===== src/rtl/core/wva_pkg.sv =====
// ----------------------------------------------------------------------------
// wva_pkg
// Shared widths, constants and types of the wind vane averager.
// ----------------------------------------------------------------------------
package wva_pkg;

    localparam int SAMPLE_W = 12;
    localparam int SEQ_W    = 16;
    localparam int SCALE_W  = 16;
    localparam int OFFSET_W = 9;
    localparam int RUN_W    = 8;
    localparam int EPI_W    = 3;
    localparam int AVG_W    = 19;
    localparam int HEAD_W   = 17;
    localparam int CFG_W    = 16;

    // reset values of the configuration registers
    localparam logic [SCALE_W-1:0]  SCALE_RST   = 16'd5328;
    localparam logic [OFFSET_W-1:0] OFFSET_RST  = 9'd32;
    localparam logic [RUN_W-1:0]    RUN_LIM_RST = 8'd100;
    localparam logic [EPI_W-1:0]    EPI_LIM_RST = 3'd4;

    localparam logic [RUN_W-1:0] RUN_MAX = '1;
    localparam logic [EPI_W-1:0] EPI_MAX = '1;

    typedef enum logic [1:0] {
        CFG_SCALE   = 2'd0,
        CFG_OFFSET  = 2'd1,
        CFG_RUN_LIM = 2'd2,
        CFG_EPI_LIM = 2'd3
    } cfg_idx_t;

    // per-block status that travels with the block sum
    typedef struct packed {
        logic             fatal;
        logic [SEQ_W-1:0] seq;
    } blk_info_t;

endpackage


===== src/rtl/core/wva_accum.sv =====
// ----------------------------------------------------------------------------
// wva_accum
// Block accumulator with error-run, episode and sequence tracking.
// ----------------------------------------------------------------------------
module wva_accum #(
    parameter int SAMPLES_PER_BLOCK = 64,
    parameter int SUM_W             = 19
) (
    input  logic                          clk,
    input  logic                          rst_n,
    input  logic                          in_valid,
    output logic                          in_ready,
    input  logic [wva_pkg::SAMPLE_W-1:0]  sample_value,
    input  logic                          sample_failed,
    input  logic [wva_pkg::RUN_W-1:0]     run_limit,
    input  logic [wva_pkg::EPI_W-1:0]     epi_limit,
    input  logic                          blk_ready,
    output logic                          blk_valid,
    output logic signed [SUM_W-1:0]       blk_sum,
    output wva_pkg::blk_info_t            blk_info
);
    import wva_pkg::*;

    localparam int IDX_W = $clog2(SAMPLES_PER_BLOCK);
    localparam logic [IDX_W-1:0] IDX_LAST = IDX_W'(SAMPLES_PER_BLOCK - 1);
    localparam logic signed [SUM_W-1:0] ERR_SUM = SUM_W'(-SAMPLES_PER_BLOCK);

    logic signed [SUM_W-1:0] sum_reg, sum_next, sample_ext;
    logic [IDX_W-1:0]        idx_reg;
    logic [RUN_W-1:0]        run_reg, run_next;
    logic [EPI_W-1:0]        epi_reg, epi_next;
    logic [SEQ_W-1:0]        seq_reg, seq_next;
    logic                    blk_valid_reg;
    logic signed [SUM_W-1:0] blk_sum_reg;
    blk_info_t               blk_info_reg;
    logic                    slot_ready, accept, last, err;

    assign slot_ready = !blk_valid_reg || blk_ready;
    assign last       = (idx_reg == IDX_LAST);
    assign in_ready   = !last || slot_ready;
    assign accept     = in_valid && in_ready;

    // failed read counts as -1
    assign sample_ext = sample_failed ? '1 : SUM_W'(sample_value);
    assign sum_next   = sum_reg + sample_ext;
    assign err        = (sum_next == ERR_SUM);

    always_comb
    begin
        run_next = run_reg;
        epi_next = epi_reg;
        if (err)
        begin
            if (run_reg != RUN_MAX)
                run_next = run_reg + 1'b1;
            if (run_reg == '0 && epi_reg != EPI_MAX)
                epi_next = epi_reg + 1'b1;
        end
        else
        begin
            run_next = '0;
        end
    end

    assign seq_next = seq_reg + 1'b1;

    always_ff @(posedge clk or negedge rst_n)
    begin
        if (!rst_n)
        begin
            sum_reg       <= '0;
            idx_reg       <= '0;
            run_reg       <= '0;
            epi_reg       <= '0;
            seq_reg       <= '0;
            blk_valid_reg <= 1'b0;
        end
        else
        begin
            if (accept)
            begin
                if (last)
                begin
                    sum_reg <= '0;
                    idx_reg <= '0;
                    run_reg <= run_next;
                    epi_reg <= epi_next;
                    seq_reg <= seq_next;
                end
                else
                begin
                    sum_reg <= sum_next;
                    idx_reg <= idx_reg + 1'b1;
                end
            end
            if (slot_ready)
                blk_valid_reg <= accept && last;
        end
    end

    always_ff @(posedge clk)
    begin
        if (slot_ready && accept && last)
        begin
            blk_sum_reg        <= sum_next;
            blk_info_reg.fatal <= (run_next >= run_limit) || (epi_next >= epi_limit);
            blk_info_reg.seq   <= seq_next;
        end
    end

    assign blk_valid = blk_valid_reg;
    assign blk_sum   = blk_sum_reg;
    assign blk_info  = blk_info_reg;

endmodule


===== src/rtl/core/wva_heading.sv =====
// ----------------------------------------------------------------------------
// wva_heading
// Heading pipeline: scale multiply, divide by block length through a
// reciprocal, offset, wrap and clamp, then the result register.
// ----------------------------------------------------------------------------
module wva_heading #(
    parameter int SAMPLES_PER_BLOCK = 64,
    parameter int SUM_W             = 19
) (
    input  logic                          clk,
    input  logic                          rst_n,
    input  logic                          blk_valid,
    output logic                          blk_ready,
    input  logic signed [SUM_W-1:0]       blk_sum,
    input  wva_pkg::blk_info_t            blk_info,
    input  logic [wva_pkg::SCALE_W-1:0]   scale,
    input  logic [wva_pkg::OFFSET_W-1:0]  offset,
    output logic                          res_valid,
    input  logic                          res_ready,
    output logic [wva_pkg::AVG_W-1:0]     res_average,
    output logic [wva_pkg::HEAD_W-1:0]    res_heading,
    output wva_pkg::blk_info_t            res_info
);
    import wva_pkg::*;

    localparam int PROD_W = SUM_W + SCALE_W + 1;
    localparam int TW     = PROD_W - 8;
    // quotient is only needed inside a window around the circle, so the
    // dividend is clamped and biased nonnegative before the reciprocal
    localparam int T_BIAS_I = SAMPLES_PER_BLOCK * 131072;
    localparam int T_HI_I   = SAMPLES_PER_BLOCK * 262144;
    localparam logic signed [TW-1:0] T_LO   = TW'(-T_BIAS_I);
    localparam logic signed [TW-1:0] T_HI   = TW'(T_HI_I);
    localparam logic signed [TW-1:0] T_BIAS = TW'(T_BIAS_I);
    localparam int UW   = $clog2(3 * T_BIAS_I + 1);
    localparam int K    = UW + $clog2(SAMPLES_PER_BLOCK);
    localparam int MW   = UW + 1;
    localparam int QMW  = UW + MW;
    localparam int QB_W = 19;
    localparam logic [MW-1:0] RECIP =
        MW'(((longint'(1) <<< K) + SAMPLES_PER_BLOCK - 1) / SAMPLES_PER_BLOCK);
    localparam int HW = 21;
    localparam logic signed [HW-1:0] H_BIAS = 21'sd131072;
    localparam logic signed [HW-1:0] FULL   = 21'sd92160;

    logic                    st2_valid_reg, st3_valid_reg, out_valid_reg;
    logic                    rdy_out, rdy3, rdy2;
    logic signed [PROD_W-1:0] prod_next, prod_reg;
    logic [AVG_W-1:0]        avg2_reg, avg3_reg, avg_out_reg;
    blk_info_t               info2_reg, info3_reg, info_out_reg;
    logic signed [TW-1:0]    t_val, t_clamp, t_biased;
    logic [UW-1:0]           u_val;
    logic [QMW-1:0]          qm_next, qm_reg;
    logic [QB_W-1:0]         q_biased;
    logic signed [HW-1:0]    h_raw, h_wrap, h_sat;
    logic [HEAD_W-1:0]       head_out_reg;

    assign rdy_out   = !out_valid_reg || res_ready;
    assign rdy3      = !st3_valid_reg || rdy_out;
    assign rdy2      = !st2_valid_reg || rdy3;
    assign blk_ready = rdy2;

    // stage 2: sum times scale
    assign prod_next = $signed({{(SCALE_W + 1){blk_sum[SUM_W-1]}}, blk_sum})
                     * $signed({{SUM_W{1'b0}}, 1'b0, scale});

    // stage 3: floor by 256, clamp, bias, multiply by reciprocal of block length
    assign t_val    = prod_reg[PROD_W-1:8];
    assign t_clamp  = (t_val < T_LO) ? T_LO : ((t_val > T_HI) ? T_HI : t_val);
    assign t_biased = t_clamp + T_BIAS;
    assign u_val    = t_biased[UW-1:0];
    assign qm_next  = QMW'(u_val) * QMW'(RECIP);

    // stage 4: remove bias, add offset, wrap once, clamp
    assign q_biased = qm_reg[K +: QB_W];
    assign h_raw    = $signed({2'b00, q_biased}) - H_BIAS
                    + $signed({4'b0000, offset, 8'h00});
    assign h_wrap   = (h_raw > FULL) ? (h_raw - FULL) : h_raw;
    assign h_sat    = (h_wrap < 0) ? '0 : ((h_wrap > FULL) ? FULL : h_wrap);

    always_ff @(posedge clk or negedge rst_n)
    begin
        if (!rst_n)
        begin
            st2_valid_reg <= 1'b0;
            st3_valid_reg <= 1'b0;
            out_valid_reg <= 1'b0;
        end
        else
        begin
            if (rdy2)
                st2_valid_reg <= blk_valid;
            if (rdy3)
                st3_valid_reg <= st2_valid_reg;
            if (rdy_out)
                out_valid_reg <= st3_valid_reg;
        end
    end

    always_ff @(posedge clk)
    begin
        if (rdy2 && blk_valid)
        begin
            prod_reg  <= prod_next;
            avg2_reg  <= AVG_W'(blk_sum);
            info2_reg <= blk_info;
        end
        if (rdy3 && st2_valid_reg)
        begin
            qm_reg    <= qm_next;
            avg3_reg  <= avg2_reg;
            info3_reg <= info2_reg;
        end
        if (rdy_out && st3_valid_reg)
        begin
            // a fatal block reports zero average and heading
            avg_out_reg  <= info3_reg.fatal ? '0 : avg3_reg;
            head_out_reg <= info3_reg.fatal ? '0 : h_sat[HEAD_W-1:0];
            info_out_reg <= info3_reg;
        end
    end

    assign res_valid   = out_valid_reg;
    assign res_average = avg_out_reg;
    assign res_heading = head_out_reg;
    assign res_info    = info_out_reg;

endmodule


===== src/rtl/core/wind_vane_average_and_fault.sv =====
// ----------------------------------------------------------------------------
// wind_vane_average_and_fault
// Wind vane block averager with heading conversion and sensor fault flag.
// ----------------------------------------------------------------------------
// path: the word that completes a block loads the block register on the edge
//   that accepts it, then passes the scale multiply register, the reciprocal
//   multiply register and the result reg before it shows on m_axis
// throughput: one sample per cycle unless a held m_axis backs up every stage,
//   one result per SAMPLES_PER_BLOCK samples, set by the accumulator and the fully pipelined heading path
// reset: rst_n clears sums, counters, run and episode tracking and all valid
//   flags; configuration registers return to their defaults
module wind_vane_average_and_fault #(
    parameter int SAMPLES_PER_BLOCK = 64
) (
    input  logic        clk,
    input  logic        rst_n,
    input  logic        s_axis_tvalid,
    output logic        s_axis_tready,
    input  logic [15:0] s_axis_tdata,   // [11:0] sample_value
    input  logic        s_axis_tuser,   // [0] sample_failed
    output logic        m_axis_tvalid,
    input  logic        m_axis_tready,
    output logic [55:0] m_axis_tdata,   // [18:0] average_x64, [35:19] heading_q8,
                                        // [51:36] sequence_res
    output logic        m_axis_tuser,   // [0] fatal
    input  logic        cfg_valid,
    output logic        cfg_ready,
    input  logic [1:0]  cfg_index,
    input  logic [15:0] cfg_data
);
    import wva_pkg::*;

    localparam int SUM_W = $clog2(SAMPLES_PER_BLOCK) + SAMPLE_W + 1;

    logic [SCALE_W-1:0]      scale_reg;
    logic [OFFSET_W-1:0]     offset_reg;
    logic [RUN_W-1:0]        run_lim_reg;
    logic [EPI_W-1:0]        epi_lim_reg;
    logic                    blk_valid, blk_ready;
    logic signed [SUM_W-1:0] blk_sum;
    blk_info_t               blk_info, res_info;
    logic [AVG_W-1:0]        res_average;
    logic [HEAD_W-1:0]       res_heading;

    assign cfg_ready = 1'b1;

    always_ff @(posedge clk or negedge rst_n)
    begin
        if (!rst_n)
        begin
            scale_reg   <= SCALE_RST;
            offset_reg  <= OFFSET_RST;
            run_lim_reg <= RUN_LIM_RST;
            epi_lim_reg <= EPI_LIM_RST;
        end
        else if (cfg_valid && cfg_ready)
        begin
            case (cfg_idx_t'(cfg_index))
                CFG_SCALE:   scale_reg   <= cfg_data[SCALE_W-1:0];
                CFG_OFFSET:  offset_reg  <= cfg_data[OFFSET_W-1:0];
                CFG_RUN_LIM: run_lim_reg <= cfg_data[RUN_W-1:0];
                CFG_EPI_LIM: epi_lim_reg <= cfg_data[EPI_W-1:0];
                default:     ;
            endcase
        end
    end

    wva_accum #(
        .SAMPLES_PER_BLOCK (SAMPLES_PER_BLOCK),
        .SUM_W             (SUM_W)
    ) u_accum (
        .clk           (clk),
        .rst_n         (rst_n),
        .in_valid      (s_axis_tvalid),
        .in_ready      (s_axis_tready),
        .sample_value  (s_axis_tdata[SAMPLE_W-1:0]),
        .sample_failed (s_axis_tuser),
        .run_limit     (run_lim_reg),
        .epi_limit     (epi_lim_reg),
        .blk_ready     (blk_ready),
        .blk_valid     (blk_valid),
        .blk_sum       (blk_sum),
        .blk_info      (blk_info)
    );

    wva_heading #(
        .SAMPLES_PER_BLOCK (SAMPLES_PER_BLOCK),
        .SUM_W             (SUM_W)
    ) u_heading (
        .clk         (clk),
        .rst_n       (rst_n),
        .blk_valid   (blk_valid),
        .blk_ready   (blk_ready),
        .blk_sum     (blk_sum),
        .blk_info    (blk_info),
        .scale       (scale_reg),
        .offset      (offset_reg),
        .res_valid   (m_axis_tvalid),
        .res_ready   (m_axis_tready),
        .res_average (res_average),
        .res_heading (res_heading),
        .res_info    (res_info)
    );

    assign m_axis_tdata = {4'b0000, res_info.seq, res_heading, res_average};
    assign m_axis_tuser = res_info.fatal;

    // input only stalls when every stage is full and the output is held
    a_stall_full: assert property (@(posedge clk) disable iff (!rst_n)
        !s_axis_tready |-> (m_axis_tvalid && !m_axis_tready))
        else $error("input stalled while pipeline has room");

    a_fatal_zero: assert property (@(posedge clk) disable iff (!rst_n)
        (m_axis_tvalid && m_axis_tuser) |-> (m_axis_tdata[35:0] == 36'd0))
        else $error("fatal word carries nonzero average or heading");

    a_heading_range: assert property (@(posedge clk) disable iff (!rst_n)
        m_axis_tvalid |-> (m_axis_tdata[35:19] <= 17'd92160))
        else $error("heading beyond full circle");

endmodule


===== config.mk =====
export PLATFORM = sky130hd
export DESIGN_NAME = wind_vane_average_and_fault
export DESIGN_NICKNAME = d
export VERILOG_FILES = /design/src/rtl/core/wva_pkg.sv /design/src/rtl/core/wva_accum.sv /design/src/rtl/core/wva_heading.sv /design/src/rtl/core/wind_vane_average_and_fault.sv
export SDC_FILE = /design/constraint.sdc
export NUM_CORES = 1
export LEC_CHECK = 0
export BUFFER_PORTS_ARGS = -buffer_cell sky130_fd_sc_hd__buf_2
export CAP_MARGIN = 25
export CORE_MARGIN = 1
export CORE_UTILIZATION = 25
export CTS_CLUSTER_DIAMETER = 100
export DETAILED_ROUTE_END_ITERATION = 16
export HOLD_SLACK_MARGIN = 0.08
export PLACE_DENSITY_LB_ADDON = 0.3
export REMOVE_ABC_BUFFERS = 1
export SETUP_SLACK_MARGIN = 0.05
export SKIP_CTS_REPAIR_TIMING = 1
export SYNTH_ARGS = -nofsm -noshare
export SYNTH_HDL_FRONTEND = slang
export SYNTH_SLANG_ARGS = --single-unit

===== constraint.sdc =====
create_clock -name clk -period 7.5 [get_ports clk]
set_clock_uncertainty 0.15 [all_clocks]
set_input_delay 0.75 -clock clk [delete_from_list [all_inputs] [get_ports clk]]
set_output_delay 0.75 -clock clk [all_outputs]
set_load 0.1 [all_outputs]

==> run metrics <==
CP delay by family, top=adder cells; Syn Area/Cell=10.89 um^2; DP HPWL=44150 um; status=completed; share of layout cells above drive strength 1=12.57%; core area=0.09544 mm^2; die area=0.09818 mm^2; post-route cell area=0.02785 mm^2; placer's final routability congestion estimate=0.8090; R2R Setup Slk=0.47 ns; setup total negative slack=0 ns; worst setup path class=reg -> reg; post-synthesis cell area=0.02423 mm^2; crit-path max FO=20; Final #Nets=2833; crit path time final=7.029 ns; prevailing post-synth register cell=edfxtp_1; largest net degree at the start of global routing=65; Tcrit/Tclk final=93.72%; Final ANT Viol Nets=0; Num CTS Buffers=38; Hold Crit Class=reg -> reg; max_cap viols=0; Slew HR=38.92%; io pins=100; WP data arrival=7.17 ns; Critical Path, Cell by Cell=nand2_1 -> fa_1 -> fa_1 -> fa_1 -> inv_1 -> fa_1 -> fa_1 -> inv_1 -> fa_1 -> inv_1 -> ha_1 -> o21a_1 -> o2111ai_1 -> nor2_1 -> o41ai_1 -> buf_4 -> a41oi_1 -> o21ai_0 -> a21bo_2 -> o211ai_1 -> a31o_2 -> xnor2_1; post-synthesis sequential area ratio=35.33%; die height=313.3 um; crit-path max cell delay=0.86 ns; clock tree buffer depth=3; Crit path top cell by count=fa_1; Setup crit start kind=register; DRT iter0 DRCs=789; clock net sink count=300; CTS clock-pin slew for the worst setup and hold paths=0.06 ns; Worst-Margin Slew=0.9162 ns; CTS Root Cell=clkbuf_16; initial antenna violation count=2; gr ovfl total=0; vias in the first global route=16056; IO buf count=90; Area Overhead vs Synth=14.95%; Routed WL=56080 um; CP required=7.64 ns; via count=15334; Row Count=113; 1st-pass router iterations=5; CP max-delay cell=dfstp_2; Worst setup EP type=register; CTS tree=yes; synth unique cells=75; Largest register FFs=28; wire length per cell=15.39 um; DR vias/cell=4.208; Ant. Diodes=0; FF+latch count, synth=300; Post-synth EDFFs=208; Skew-Pair Late Insertion Delay=0.56 ns; H-Tree Depth=2; yosys warns=0; Hold Slack=0.2648 ns; endpoints failing setup=0; dpl cell area=0.02646 mm^2; Max Fclk=0.1423 GHz; Starting Density=25.39%; setup repair after global routing missed its margin=false; Die W=313.3 um; final hold violation count=0; # DRC=0; CP bufs+invs=4; first-pass GRT wire length=89760 um; Syn Inst Count=2226; final max-slew violation count=0; Fill cells=9954; overall routing resource usage=11.66%; fraction of registers with async set or reset after synthesis=30.67%
per-layer routing:
layer  wire length, um  global-route usage, %  vias to the layer above
li1                  -                      -                     7324
met1             26690                  15.96                     7657
met2             25580                  18.99                      280
met3              2137                  1.623                       73
met4              1677                  3.792                        0
met5                 0                      0                        -
cell usage after synthesis (24+ instances only):
cell / number / area, um^2
xor2_1: 32 / 280.3
mux2_2: 40 / 450.4
clkbuf_1: 64 / 240.2
edfxtp_1: 208 / 6246
xnor2_1: 59 / 516.8
ha_1: 137 / 1714
dfrtp_1: 82 / 2052
inv_1: 444 / 1667
and3_1: 24 / 150.1
nand3_1: 26 / 130.1
and2_1: 156 / 975.9
a21oi_1: 51 / 255.2
nand2_1: 239 / 897.1
nor2b_1: 32 / 200.2
o21ai_0: 28 / 140.1
fa_1: 307 / 6146
nor2_1: 67 / 251.5
worst register-to-register path, cell delays in order (launching register included):
cell	delay (ns)
dfstp_2	0.86
nand2_1	0.14
fa_1	0.50
fa_1	0.52
fa_1	0.52
inv_1	0.05
fa_1	0.48
fa_1	0.55
inv_1	0.06
fa_1	0.56
inv_1	0.05
ha_1	0.32
o21a_1	0.21
o2111ai_1	0.22
nor2_1	0.09
o41ai_1	0.25
buf_4	0.18
a41oi_1	0.13
o21ai_0	0.26
a21bo_2	0.20
o211ai_1	0.10
a31o_2	0.25
xnor2_1	0.12
final cells by class:
cell class	instances	area, um^2	share of cell area, %
flip-flops and latches	300	8563	30.74
inverters	445	1670	5.997
well taps	1265	1583	5.682
multi-input cells	1411	13730	49.29
repair buffers	153	925.9	3.324
clock inverters	21	319.1	1.145
clock buffers	49	1064	3.818
cell families after synthesis:
kind of cell	count (synthesis)	share of synthesized area (%)
AND/OR/NAND/NOR	630	13.07
buffers and inverters	518	8.122
adder cells (fa/ha/maj)	444	32.44
flip-flops	300	35.33
AO/OA/AOI/OAI	196	5.602
XOR/XNOR	93	3.423
multiplexers	43	1.988
other	2	0.03099
layout by cell type (no fill, tap or decap), drive strengths merged, types with 29 or more instances in the layout:
master,instances
nor2,67
fa,307
edfxtp,208
xor2,32
ha,137
mux2,41
dfrtp,82
nand2,239
and2,156
nor2b,32
inv,452
buf,152
xnor2,61
clkbuf,49
a21oi,51
o21ai,29
path summary, 6_finish.rpt:
check,start,end,cells after the start
min,u_accum.blk_info[10]$_DFFE_PP_,u_heading.info2_reg[10]$_DFFE_PP_,0
min reg2reg,u_accum.blk_info[10]$_DFFE_PP_,u_heading.info2_reg[10]$_DFFE_PP_,0
max reg2reg,scale_reg[4]$_DFFE_PN1P_,u_heading.prod_reg[35]$_DFFE_PP_,22
max,scale_reg[4]$_DFFE_PN1P_,u_heading.prod_reg[35]$_DFFE_PP_,22
max in group asynchronous,rst_n,scale_reg[9]$_DFFE_PN0P_,3
min in group asynchronous,rst_n,u_accum.epi_reg[0]$_DFFE_PN0P_,2
stage by stage:
step	utilization, %	worst slack, ns	std cells
after floorplan	-	0.8654	2156
after global placement	27.72	0.4203	3572
after detailed placement	27.72	0.4025	3573
after CTS	29.17	0.3479	3643
after global routing	29.19	0.09584	3644
final	29.19	0.4713	3644
Power is left out: the tool's default activity adds up to more than one toggle a clock period on the data nets, which glitch-free logic cannot reach.
